**config.mk**
```make
export PLATFORM = sky130hd
export DESIGN_NAME = gcd_sqrt_cell
export DESIGN_NICKNAME = d
export VERILOG_FILES = /design/src/rtl/core/gcd_pkg.sv /design/src/rtl/core/gcd_sqrt_cell.sv
export SDC_FILE = /design/constraint.sdc
export NUM_CORES = 1
export LEC_CHECK = 0
export BUFFER_PORTS_ARGS = -buffer_cell sky130_fd_sc_hd__buf_2
export CAP_MARGIN = 30
export CELL_PAD_IN_SITES_DETAIL_PLACEMENT = 0
export CELL_PAD_IN_SITES_GLOBAL_PLACEMENT = 1
export CORE_UTILIZATION = 38
export DETAILED_ROUTE_END_ITERATION = 7
export PLACE_DENSITY = 0.84
export SYNTH_ARGS = -nofsm -noshare
export SYNTH_HDL_FRONTEND = slang
export SYNTH_SLANG_ARGS = --single-unit
export TNS_END_PERCENT = 30
```
**constraint.sdc**
```tcl
create_clock -name clk -period 8.24 [get_ports clk]
set_input_delay 1.648 -clock clk [delete_from_list [all_inputs] [get_ports clk]]
set_output_delay 1.648 -clock clk [all_outputs]
set_load 0.005 [all_outputs]
```
**src/rtl/core/gcd_pkg.sv**
```systemverilog
`default_nettype none
package gcd_pkg;

	// Fraction bits of the degree inputs.
	localparam int FRAC_BITS = 20;
	// Width of the clamped coordinates and their differences.
	localparam int CW = 36;
	// Width of a folded angle magnitude in degrees (at most 90 degrees; unfolded ones reach 360).
	localparam int VW = FRAC_BITS + 9;

	localparam int CORDIC_STEPS = 30;
	localparam int SQRT_STEPS = 31;

	localparam logic signed [CW-1:0] LAT_LIM = CW'(90) <<< FRAC_BITS;
	localparam logic signed [CW-1:0] LON_LIM = CW'(180) <<< FRAC_BITS;
	localparam logic [VW:0] DEG90 = (VW+1)'(90) << FRAC_BITS;
	localparam logic [VW:0] DEG180 = (VW+1)'(180) << FRAC_BITS;
	localparam logic [VW:0] DEG360 = (VW+1)'(360) << FRAC_BITS;

	localparam logic [30:0] DEG2RAD_Q36 = 31'd1199381129;
	localparam logic signed [33:0] GAIN_INV = 34'sd652032874;
	localparam logic [30:0] Q30_ONE = 31'h4000_0000;
	localparam logic [23:0] EARTH_DIAM_M = 24'd12742000;
	localparam logic [24:0] DIST_MAX = 25'd20015087;

	localparam logic signed [32:0] ATAN_Q30 [CORDIC_STEPS] = '{
		33'sd843314857, 33'sd497837829, 33'sd263043837, 33'sd133525159,
		33'sd67021687, 33'sd33543516, 33'sd16775851, 33'sd8388437,
		33'sd4194283, 33'sd2097149, 33'sd1048576, 33'sd524288, 33'sd262144,
		33'sd131072, 33'sd65536, 33'sd32768, 33'sd16384, 33'sd8192,
		33'sd4096, 33'sd2048, 33'sd1024, 33'sd512, 33'sd256, 33'sd128,
		33'sd64, 33'sd32, 33'sd16, 33'sd8, 33'sd4, 33'sd2
	};

	typedef struct packed {
		logic signed [33:0] x;
		logic signed [33:0] y;
		logic signed [32:0] z;
		logic               neg;
	} rot_t;

	typedef struct packed {
		logic [61:0] v;
		logic [61:0] r;
	} sqrt_t;

	typedef struct packed {
		logic signed [33:0] x;
		logic signed [33:0] y;
		logic signed [32:0] z;
	} vec_t;

endpackage
`default_nettype wire

```
**src/rtl/core/gcd_sqrt_cell.sv**
```systemverilog
`default_nettype none
// One registered step of the restoring square root, one result bit per step.
module gcd_sqrt_cell
	import gcd_pkg::*;
(
	input  wire logic       clk,
	input  wire logic [4:0] step,
	input  wire sqrt_t      d_in,
	output sqrt_t           d_out
);

	logic [61:0] bitv;
	logic [61:0] trial;

	always_comb begin
		bitv = 62'(1) << (6'd60 - {step, 1'b0});
		trial = d_in.r + bitv;
	end

	always_ff @(posedge clk) begin
		if (d_in.v >= trial) begin
			d_out.v <= d_in.v - trial;
			d_out.r <= (d_in.r >> 1) + bitv;
		end else begin
			d_out.v <= d_in.v;
			d_out.r <= d_in.r >> 1;
		end
	end

endmodule
`default_nettype wire

```
==> metrics.md <==
| Metric | Value |
|---|---|
| Status | completed |
| Leak | 6.73 nW |
| Initial DRT Pass Iterations | 5 |
| Relative slew slack | 0.508 |
| Most frequent cells after synthesis | nand2_1, a21oi_1, dfxtp_1 |
| CP endpoint kind | register |
| Largest cells by area after synthesis | dfxtp_1, ha_1, xnor2_1 |
| CTS root buf | clkbuf_16 |
| EDFF count, synth | 0 |
| Worst Setup Start Kind | input port |
| Worst setup margin | 0.391 ns |
| GR Util All Layers | 0.262 |
| Sequential area share after synthesis | 0.186 |
| Area growth from synthesis to layout | 19.4% |
| Final nets | 2218 |
| Row cnt | 68 |
| Ys async rst share | 0 |
| Placed cell count | 2415 |
| Per-cell routed wire length | 19.6 um |
| Max Clock Freq | 127 MHz |
| Worst Path Buf+Inv | 3 |
| Total power | 2.48 mW |
| Power density over the cells | 155 nW/um^2 |
| First-pass GRT wire length | 73.7 mm |
| Top_reg_cell synth | dfxtp_1 |
| GRT overflow | 0 |
| Syn Inst Count | 1745 |
| Final min period | 7.85 ns |
| Vias in the first global route | 13300 |
| Die W | 189 um |
| Count leader, synth | nand2_1 |
| Critical path data arrival time | 8.19 ns |
| DRC errors left | 0 |
| CP required | 8.58 ns |
| Clk sinks | 124 |
| Synthesis-stage register bit count | 124 |
| Initial antenna violation count | 6 |
| # hold bufs at CTS | 0 |
| CTS tree | done |
| Clock Path Buffers | 2 |
| Post-route insts no fill | 2451 |
| Initial core utilization | 0.387 |
| Synth warn | 0 |
| Crit path largest cell delay | 0.51 ns |
| Largest net degree at the start of global routing | 68 |
| Unrepaired setup endpoints after global routing | no |
| Final Slew Violations | 0 |
| Reg clk slew, reported paths | 0.06 ns |
| Flip-flop count of the largest register after layout | 124 |
| Core Footprint | 34500 sq um |
| Largest area contributor in the synthesized netlist | dfxtp_1 |
| Worst Hold Class | in2reg |
| Post-CTS sizing | 0 |
| Synthesized netlist net count | 1984 |
| Final GP Congestion | 0.969 |
| IO Pins | 254 |
| Die area | 35900 sq um |
| Syn_area_per_cell | 7.65 sq um |
| Final period utilization | 0.953 |
| Largest register by flop count | d_out |
| Total Wirelength | 47.9 mm |
| # port buffers | 253 |
| Top Registers | d_out (124) |
| Antenna Nets Post-Route | 0 |
| Post-CTS setup buffer count | 0 |
| Yosys cell types | 94 |
| Final setup fails | 0 |
| Worst VDD drop | 0.153 mV |
| Worst-margin pin slew | 0.732 ns |
| Synth top area share | 0.186 |
| Hold WS | 1.44 ns |
| Final hold violations | 0 |
| Crit Path Category | in2reg |
| Total CTS buffers | 17 |
| Fraction of layout cells with a size suffix above 1 | 0.229 |
| Placement Setup Slack | -0.0590 ns |
| HPWL after DPL | 38.8 mm |
| Initial DRC count | 1283 |
| Max_cap viols | 0 |
| H-tree lvl count | 4 |
| DR vias/cell | 5.76 |
| Die H | 189 um |
| CP max FO | 6 |
| Mapped cell area | 13400 sq um |
| Critical path's top delay family | compound AO/OA/AOI/OAI gates |
| Overall via count from detail_route | 14100 |
| Slowest-stage cell, CP | a2111oi_1 |
| Most Frequent Cell on Critical Path | ha_1 |
cell type report:
| type | instances | area [sq um] |
|---|---|---|
| fill | 3596 | 18600 |
| antenna | 6 | 15.0 |
| tap | 455 | 569 |
| inverter | 48 | 180 |
| clock buffer | 24 | 502 |
| timing repair buffer | 313 | 1780 |
| clock inverter | 6 | 85.1 |
| sequential | 124 | 2480 |
| multi-input combinational | 1475 | 10300 |
cells in the final DEF, fill, tap and decap left out, types with 8 or more instances in the layout:
master / count
or3_1: 17
nand3_1: 72
nor2b_1: 20
nand2b_1: 12
o21ai_0: 86
o21ai_1: 9
xnor2_1: 122
a211oi_1: 9
a21boi_0: 11
o21a_1: 17
and3_1: 23
a31o_2: 16
mux2_2: 59
buf_2: 253
nor2_1: 108
ha_1: 108
a21oi_1: 150
o211ai_1: 15
dfxtp_1: 124
nand2_1: 153
inv_1: 48
nand4_1: 37
clkbuf_16: 17
a31oi_1: 52
nor3_1: 38
buf_4: 55
xor2_1: 59
and2_1: 25
o31ai_1: 13
o21bai_1: 24
a21o_1: 47
nor3b_1: 8
routing by layer:
layer | global-route usage | up-vias | share of wire
li1 | - | 6933 | -
met5 | 0 | - | 0
met3 | 0.0410 | 76 | 0.065
met4 | 0.116 | 0 | 0.033
met1 | 0.369 | 6581 | 0.47
met2 | 0.389 | 528 | 0.43
stage by stage:
| step | cell area, sq um | setup TNS, ns | utilization |
|---|---|---|---|
| floorplan | 13400 | 0 | - |
| global placement | 15300 | 0 | 0.443 |
| detailed placement | 15300 | -1.60 | 0.443 |
| CTS | 15900 | 0 | 0.460 |
| global route | 15900 | 0 | 0.461 |
| finish | 15900 | 0 | 0.462 |
power by group:
part / internal (mW) / switching, mW / leakage (nW)
clock network: 0.481 / 0.303 / 0.284
registers: 0.694 / 0.0296 / 1.05
logic: 0.417 / 0.553 / 5.40
total: 1.59 / 0.886 / 6.73
logic make-up (layout without fill, tap and decap cells):
logic type,after synthesis,count (layout),synth area share
compound gates,544,544,0.270
xor+xnor,182,182,0.120
fa+ha+maj,115,115,0.107
buf+inv,146,391,0.0438
flops,124,124,0.186
mux,69,69,0.0600
other cells,0,6,0
simple gates,565,565,0.214
path summary, 6_finish.rpt:
check,slack (ns),end,depth (start not counted),start
hold / removal,1.44,d_out[71],2,d_in[71]
setup / recovery,0.39,d_out[123],30,step[1]
No activity file was read; power rests on OpenSTA's default activity.
