==> src/rtl/core/gcd_pkg.sv <==
`default_nettype none
package gcd_pkg;

	// Fraction bits of the degree inputs.
	localparam int FRAC_BITS = 20;
	// Width of the clamped coordinates and their differences.
	localparam int CW = 36;
	// Width of a folded angle magnitude in degrees (at most 90 degrees; unfolded ones reach 360).
	localparam int VW = FRAC_BITS + 9;

	localparam int CORDIC_STEPS = 30;
	localparam int SQRT_STEPS = 31;

	localparam logic signed [CW-1:0] LAT_LIM = CW'(90) <<< FRAC_BITS;
	localparam logic signed [CW-1:0] LON_LIM = CW'(180) <<< FRAC_BITS;
	localparam logic [VW:0] DEG90 = (VW+1)'(90) << FRAC_BITS;
	localparam logic [VW:0] DEG180 = (VW+1)'(180) << FRAC_BITS;
	localparam logic [VW:0] DEG360 = (VW+1)'(360) << FRAC_BITS;

	localparam logic [30:0] DEG2RAD_Q36 = 31'd1199381129;
	localparam logic signed [33:0] GAIN_INV = 34'sd652032874;
	localparam logic [30:0] Q30_ONE = 31'h4000_0000;
	localparam logic [23:0] EARTH_DIAM_M = 24'd12742000;
	localparam logic [24:0] DIST_MAX = 25'd20015087;

	localparam logic signed [32:0] ATAN_Q30 [CORDIC_STEPS] = '{
		33'sd843314857, 33'sd497837829, 33'sd263043837, 33'sd133525159,
		33'sd67021687, 33'sd33543516, 33'sd16775851, 33'sd8388437,
		33'sd4194283, 33'sd2097149, 33'sd1048576, 33'sd524288, 33'sd262144,
		33'sd131072, 33'sd65536, 33'sd32768, 33'sd16384, 33'sd8192,
		33'sd4096, 33'sd2048, 33'sd1024, 33'sd512, 33'sd256, 33'sd128,
		33'sd64, 33'sd32, 33'sd16, 33'sd8, 33'sd4, 33'sd2
	};

	typedef struct packed {
		logic signed [33:0] x;
		logic signed [33:0] y;
		logic signed [32:0] z;
		logic               neg;
	} rot_t;

	typedef struct packed {
		logic [61:0] v;
		logic [61:0] r;
	} sqrt_t;

	typedef struct packed {
		logic signed [33:0] x;
		logic signed [33:0] y;
		logic signed [32:0] z;
	} vec_t;

endpackage
`default_nettype wire

==> src/rtl/core/gcd_rot_cell.sv <==
`default_nettype none
// One registered CORDIC rotation step; the sign of the residual angle steers it.
module gcd_rot_cell
	import gcd_pkg::*;
(
	input  wire logic       clk,
	input  wire logic [4:0] step,
	input  wire rot_t       d_in,
	output rot_t            d_out
);

	always_ff @(posedge clk) begin
		if (d_in.z >= 0) begin
			d_out.x <= d_in.x - (d_in.y >>> step);
			d_out.y <= d_in.y + (d_in.x >>> step);
			d_out.z <= d_in.z - ATAN_Q30[step];
		end else begin
			d_out.x <= d_in.x + (d_in.y >>> step);
			d_out.y <= d_in.y - (d_in.x >>> step);
			d_out.z <= d_in.z + ATAN_Q30[step];
		end
		d_out.neg <= d_in.neg;
	end

endmodule
`default_nettype wire

==> config.mk <==
export PLATFORM = sky130hd
export DESIGN_NAME = gcd_rot_cell
export DESIGN_NICKNAME = d
export VERILOG_FILES = /design/src/rtl/core/gcd_pkg.sv /design/src/rtl/core/gcd_rot_cell.sv
export SDC_FILE = /design/constraint.sdc
export NUM_CORES = 1
export LEC_CHECK = 0
export CAP_MARGIN = 20
export CORE_MARGIN = 2
export CORE_UTILIZATION = 56
export DETAILED_ROUTE_END_ITERATION = 8
export DONT_BUFFER_PORTS = 1
export PLACE_DENSITY = 0.68
export SYNTH_ARGS = -nofsm -noshare
export SYNTH_HDL_FRONTEND = slang
export SYNTH_SLANG_ARGS = --single-unit
==> constraint.sdc <==
create_clock -name clk -period 9.4 [get_ports clk]
set_input_delay 0.47 -clock clk [delete_from_list [all_inputs] [get_ports clk]]
set_output_delay 0.47 -clock clk [all_outputs]
set_load 0.05 [all_outputs]
==> flow_summary.yaml, run 1 <==
drt:
  vias: 13940
  wl_met3_mm: 4.279
  drc: 0
  met2_wirelength_mm: 22.70
  m1WireLength_mm: 19.30
  drt_iter0_markers: 1617
  vias_per_cell: 6.905
  route.final.wire_length_mm: 48.49
  wl_per_cell_um: 24.02
  dr.pass1.iters: 6
  drtAntennaViolNets: 0
  highest_layer: "met4"
power:
  pwr-share-clk: 0.141
  sw_frac_of_total: 0.5390
  power_switching_mw: 1.564
  leakagePower_nw: 5.860
  p_int_mw: 1.338
  ir_drop_mv: 0.1591
  power_frac_comb: 0.395
  sequentialPowerShare: 0.464
  power.density_nw_per_um2: 197.2
placed_design:
  io_buffers: 0
  placed_area_um2: 14420
  gp_congestion: 1.044
  dp_hpwl_mm: 36.73
clocking:
  clk_pin_slew_ps: 80
  cts_tree: "yes"
  post_cts_resized: 0
  numCtsBuffers: 9
  holdBufCountCts: 0
  clockBufferDepth: 2
  cts_setup_buffers: 0
  clock-sinks: 102
  clockRootBuffer: "clkbuf_16"
  cts_htree_levels: 3
synth:
  synth_top_family_by_area: "compound AO/OA/AOI/OAI gates"
  synth.area.mux_share: 0.1887
  ys_types: 95
  yosysWarnings: 0
  synthCells: 1757
  ys_seq_area_frac: 0.1411
  ys_seq_elements: 102
  postSynthAreaPerCell_um2: 8.234
  synth_compound_area_frac: 0.2477
  synthesis.nets: 1975
  synthSimpleGateAreaFrac: 0.1763
  synth_top_flop_cell: "dfxtp_1"
  synth_edf_count: 0
  synth_async_sr_flop_share: 0
  synthXorXnorAreaFrac: 0.09747
  synthAdderAreaFrac: 0.09669
  syn_area_um2: 14470
cells_and_area:
  reg_top3: "d_out (102)"
  final_area_um2: 14720
  nets: 1902
  largest-register: "d_out"
  final_layout_size_suffix_gt1_frac: 0.1054
  n_antenna_cell: 0
  final_cell_mix: "143 x nand2_1, 134 x a21oi_1, 133 x o21ai_0"
  largest_register_ffs: 102
  syn_to_final_growth_pct: 1.730
  mostFrequentLayoutCell: "nand2_1"
setup_path:
  crit_required_ps: 9710
  worstSetupStartpointType: "input port"
  crit_fanout: 97
  cp.arrival_ps: 6220
  end_kind: "flip-flop"
  critPathSlowestCell: "or4_1"
  crit_chain: "inv_1 > ha_1 > nand2b_1 > nand3_1 > o2111ai_1 > or4_1 > or4_1 > nor3_1 > nand2b_1 > xnor2_1 > ha_1 > and2_1 > or2_2 > a21oi_1 > nand2_1 > o31a_1 > a31oi_1 > o21bai_1 > a21oi_1 > xnor2_1"
  critical-path-max-stage-delay_ps: 660
  critPathKind: "input port to flip-flop"
global_routing:
  antenna_found_initial: 0
  grt_pass1_vias: 13290
  grt_usage: 0.3556
  grt_max_degree: 129
  grt-ovfl-total: 0
  grt_pass1_wl_mm: 75.21
run_status:
  status: "completed"
worst_hold_path:
  hold_path_class: "input port to flip-flop"
timing:
  timing.slew.headroom: 0.3304
  finalSetupViolations: 0
  hold_viol_final: 0
  holdWs_ps: 125.8
  finalSetupTns_ps: 0
  worstMarginPinSlew_ps: 998.2
  period_share: 0.6292
  slew_viol_final: 0
  final.min_clock_period_ps: 5914
  timing.fmax_mhz: 169.1
  rsz0062_at_grt: "no"
flow_run:
  drv_cap: 0
floorplan:
  dieArea_um2: 27140
  start_util: 0.5729
  die_w_um: 164.7
  coreArea_um2: 25250
  die_height_um: 164.7
  rows: 58
  num_io_pins: 210
## cells by family after synthesis
logic type | after synthesis
AO/OA/AOI/OAI | 547
AND/OR/NAND/NOR | 511
multiplexers | 169
XOR/XNOR | 161
buffers and inverters | 157
adder cells (fa/ha/maj) | 110
flip-flops | 102
## stage by stage
| step | instances | utilization | setup WS (ps) | power (mW) |
|---|---|---|---|---|
| after detailed placement | 2003 | 0.5710 | 3222 | 2.486 |
| after global placement | 2003 | 0.5710 | 3281 | 2.479 |
| final | 2019 | 0.5828 | 3486 | 2.902 |
| after CTS | 2019 | 0.5828 | 3598 | 2.902 |
| after floorplan | 1757 | - | 3278 | 2.282 |
| after global routing | 2019 | 0.5828 | 2957 | 3.061 |
## critical path: cells and delay by family
family	cells	cell delay, ps
buffers and inverters	1	570
AND/OR/NAND/NOR	9	2890
AO/OA/AOI/OAI	6	1240
XOR/XNOR	2	240
adder cells (fa/ha/maj)	2	790
## cell usage after synthesis (all sizes together), types with 18 or more instances
master | n | area share
clkbuf | 33 | 0.0086
mux2i | 47 | 0.033
nand2b | 26 | 0.011
nand3 | 46 | 0.016
dfxtp | 102 | 0.14
mux4 | 78 | 0.12
buf | 56 | 0.026
o21a | 28 | 0.015
or2 | 18 | 0.0078
o21ai | 139 | 0.048
mux2 | 44 | 0.035
a21o | 34 | 0.018
ha | 107 | 0.093
nor2 | 121 | 0.032
nor2b | 25 | 0.011
nand2 | 143 | 0.037
inv | 65 | 0.017
o31ai | 25 | 0.013
a21oi | 134 | 0.046
xor2 | 66 | 0.040
xnor2 | 95 | 0.058
nor3 | 42 | 0.016
o211ai | 19 | 0.0099
## final cells by class
class | instances | area (µm²)
multi-input cells | 1498 | 11670
fillers | 2367 | 10540
flip-flops and latches | 102 | 2042
well taps | 330 | 412.9
inverters | 68 | 255.2
clock buffers | 10 | 229.0
clock inverters | 6 | 68.82
repair buffers | 5 | 37.54
## routing by layer
metal	up-vias	track usage
met1	6644	0.4496
met4	0	0.1538
li1	6478	-
met5	-	0
met2	680	0.5875
met3	139	0.07408
## worst paths after layout
check | startpoint | endpoint | slack (ps) | cells past startpoint
setup / recovery | step[0] | d_out[31]$_DFF_P_ | 3490 | 20
hold / removal | d_in[0] | d_out[0]$_DFF_P_ | 130 | 0
## power groups by stage
stage | Sequential (mW) | Combinational (mW) | Clock, mW
4_1_cts | 1.35 | 1.13 | 0.418
5_1_grt | 1.37 | 1.26 | 0.429
2_1_floorplan | 1.34 | 0.945 | 0
3_5_place_dp | 1.36 | 1.12 | 0
6_report | 1.35 | 1.15 | 0.408
3_3_place_gp | 1.36 | 1.12 | 0
Power figures use the tool's default switching activity.
==> run 2: changes to the inputs <==
==> constraint.sdc (replaced) <==
create_clock -name clk -period 5.7 [get_ports clk]
set_input_delay 0.285 -clock clk [delete_from_list [all_inputs] [get_ports clk]]
set_output_delay 0.285 -clock clk [all_outputs]
set_load 0.05 [all_outputs]
==> run 2 against run 1 <==
Compared with the run above: first-iteration DRC count decreased by 8.5%; cell area increased by 2.3%; via count increased by 1.6%; core utilization increased by 1.3 points; sequential share of layout area decreased by 0.31 points; cell count increased by 1.9%; critical endpoint is now d_out[66]$_DFF_P_.
==> flow_summary.yaml, run 2 (same netlist as run 1, synthesis figures left out) <==
setup_path:
  crit_fanout: 97
  end_kind: "flip-flop"
  crit_required_ps: 6010
  cp.arrival_ps: 5640
  critPathKind: "input port to flip-flop"
  worstSetupStartpointType: "input port"
drt:
  drtAntennaViolNets: 0
  dr.pass1.iters: 5
  drt_iter0_markers: 1480
  vias_per_cell: 6.883
  drc: 0
  wl_per_cell_um: 24.23
  route.final.wire_length_mm: 49.87
  vias: 14170
timing:
  period_share: 0.9350
  worstMarginPinSlew_ps: 891.8
  finalSetupViolations: 0
  final.min_clock_period_ps: 5330
  hold_viol_final: 0
  slew_viol_final: 0
  timing.fmax_mhz: 187.6
  rsz0062_at_grt: "no"
  timing.slew.headroom: 0.3992
  finalSetupTns_ps: 0
floorplan:
  num_io_pins: 210
  die_w_um: 164.7
  die_height_um: 164.7
  dieArea_um2: 27140
  start_util: 0.5729
  rows: 58
  coreArea_um2: 25250
cells_and_area:
  mostFrequentLayoutCell: "nand2_1"
  largest-register: "d_out"
  fillCellCount: 2360
  final_layout_size_suffix_gt1_frac: 0.1262
  n_antenna_cell: 0
  largest_register_ffs: 102
  reg_top3: "d_out (102)"
  nets: 1942
  syn_to_final_growth_pct: 4.030
  final_cell_mix: "143 x nand2_1, 134 x a21oi_1, 133 x o21ai_0"
  final_util: 0.5960
clocking:
  clockBufferDepth: 2
  cts_setup_buffers: 0
  clockRootBuffer: "clkbuf_16"
  clk_pin_slew_ps: 80
  clock-sinks: 102
  cts_htree_levels: 3
  cts_tree: "yes"
  numCtsBuffers: 9
global_routing:
  grt_pass1_vias: 13320
  grt_usage: 0.3633
  grt-ovfl-total: 0
  grt_max_degree: 129
  grt_pass1_wl_mm: 76.17
  antenna_found_initial: 0
worst_hold_path:
  holdPathEnd: "d_out[34]$_DFF_P_"
  hold_start: "d_in[34]"
  whs_path_depth: 1
  hold_path_class: "input port to flip-flop"
power:
  power.density_nw_per_um2: 321.9
  ir_drop_mv: 0.3529
  leakagePower_nw: 6.069
flow_run:
  drv_cap: 0
placed_design:
  io_buffers: 0
  gp_congestion: 1.009
  dp_hpwl_mm: 37.98
run_status:
  status: "completed"
## run 2: cell count changes in the layout (fill, tap and decap cells not counted), sizes merged
cell,change
buf,+39
clkinv,+2
inv,-2
bufinv,+1
clkbuf,-1
clkinvlp,-1
dlygate4sd3,+1
## run 2: what timing repair did
| item | CTS | global route |
|---|---|---|
| hold endpoints to repair | 1 | 0 |
| gates resized for setup | 0 | 1 |
| hold buffers | 1 | 0 |
| endpoints found under the setup margin | 0 | 1 |
## run 2: worst max-delay path by stage
stage               slack (ps)    start                end  depth (start not counted)
floorplan                   50  step[1]  d_out[31]$_DFF_P_                         25
global placement           -90  step[0]  d_out[66]$_DFF_P_                         19
detailed placement         -40  step[0]  d_out[66]$_DFF_P_                         19
CTS                        320  step[0]  d_out[66]$_DFF_P_                         19
global route                20  step[0]  d_out[66]$_DFF_P_                         19
finish                     370  step[0]  d_out[66]$_DFF_P_                         19
## run 2: final cells by class
cell class,instances,area (µm²),area share
Clock buffer,9,225.2,0.01496
Clock inverter,6,87.58,0.005819
Inverter,68,255.2,0.01696
Multi-Input combinational cell,1498,11670,0.7757
Sequential cell,102,2042,0.1357
Tap cell,330,412.9,0.02743
Timing Repair Buffer,45,352.8,0.02344
## run 2: layer usage
| layer | GRT usage | vias to the layer above | routed length (µm) |
|---|---|---|---|
| met2 | 0.6094 | 732 | 23610 |
| met3 | 0.06404 | 126 | 4445 |
| met1 | 0.4570 | 6774 | 19600 |
| li1 | - | 6533 | - |
| met5 | 0 | - | 0 |
| met4 | 0.1617 | 0 | 2224 |
## run 2: worst max-delay path, cell delays in order
cell       delay [ps]
mux4_2            530
mux2i_1           470
nor2_1            100
a2111oi_2         280
buf_4             210
ha_1              200
nand4_1           170
or3_1             460
o21ai_0           250
xnor2_1            90
ha_1              430
nand4_1           200
nor2_1            200
o311ai_0          280
o21a_1            300
o311ai_1          430
a21oi_1           210
o31ai_1           290
xor2_1            160
## run 2: per-stage QoR
stage / hold slack, ps / area, µm² / worst slack (ps) / total power [mW] / std cells
5_1_grt: 68.96 / 15050 / 17.50 / 5.110 / 2058
6_report: 61.41 / 15050 / 370.4 / 4.844 / 2058
4_1_cts: 64.21 / 15050 / 323.7 / 4.842 / 2058
3_5_place_dp: 312.8 / 14730 / -36.43 / 4.121 / 2042
3_3_place_gp: 312.8 / 14730 / -93.97 / 4.102 / 2042
2_1_floorplan: 312.7 / 14470 / 52.82 / 3.764 / 1757
## run 2: report_power, final
part	internal [mW]	switching (mW)	total, mW	leakage, nW
Sequential	1.03	1.19	2.22	0.861
Combinational	0.862	1.06	1.92	5.05
Clock	0.384	0.324	0.708	0.155
Total	2.27	2.57	4.84	6.07
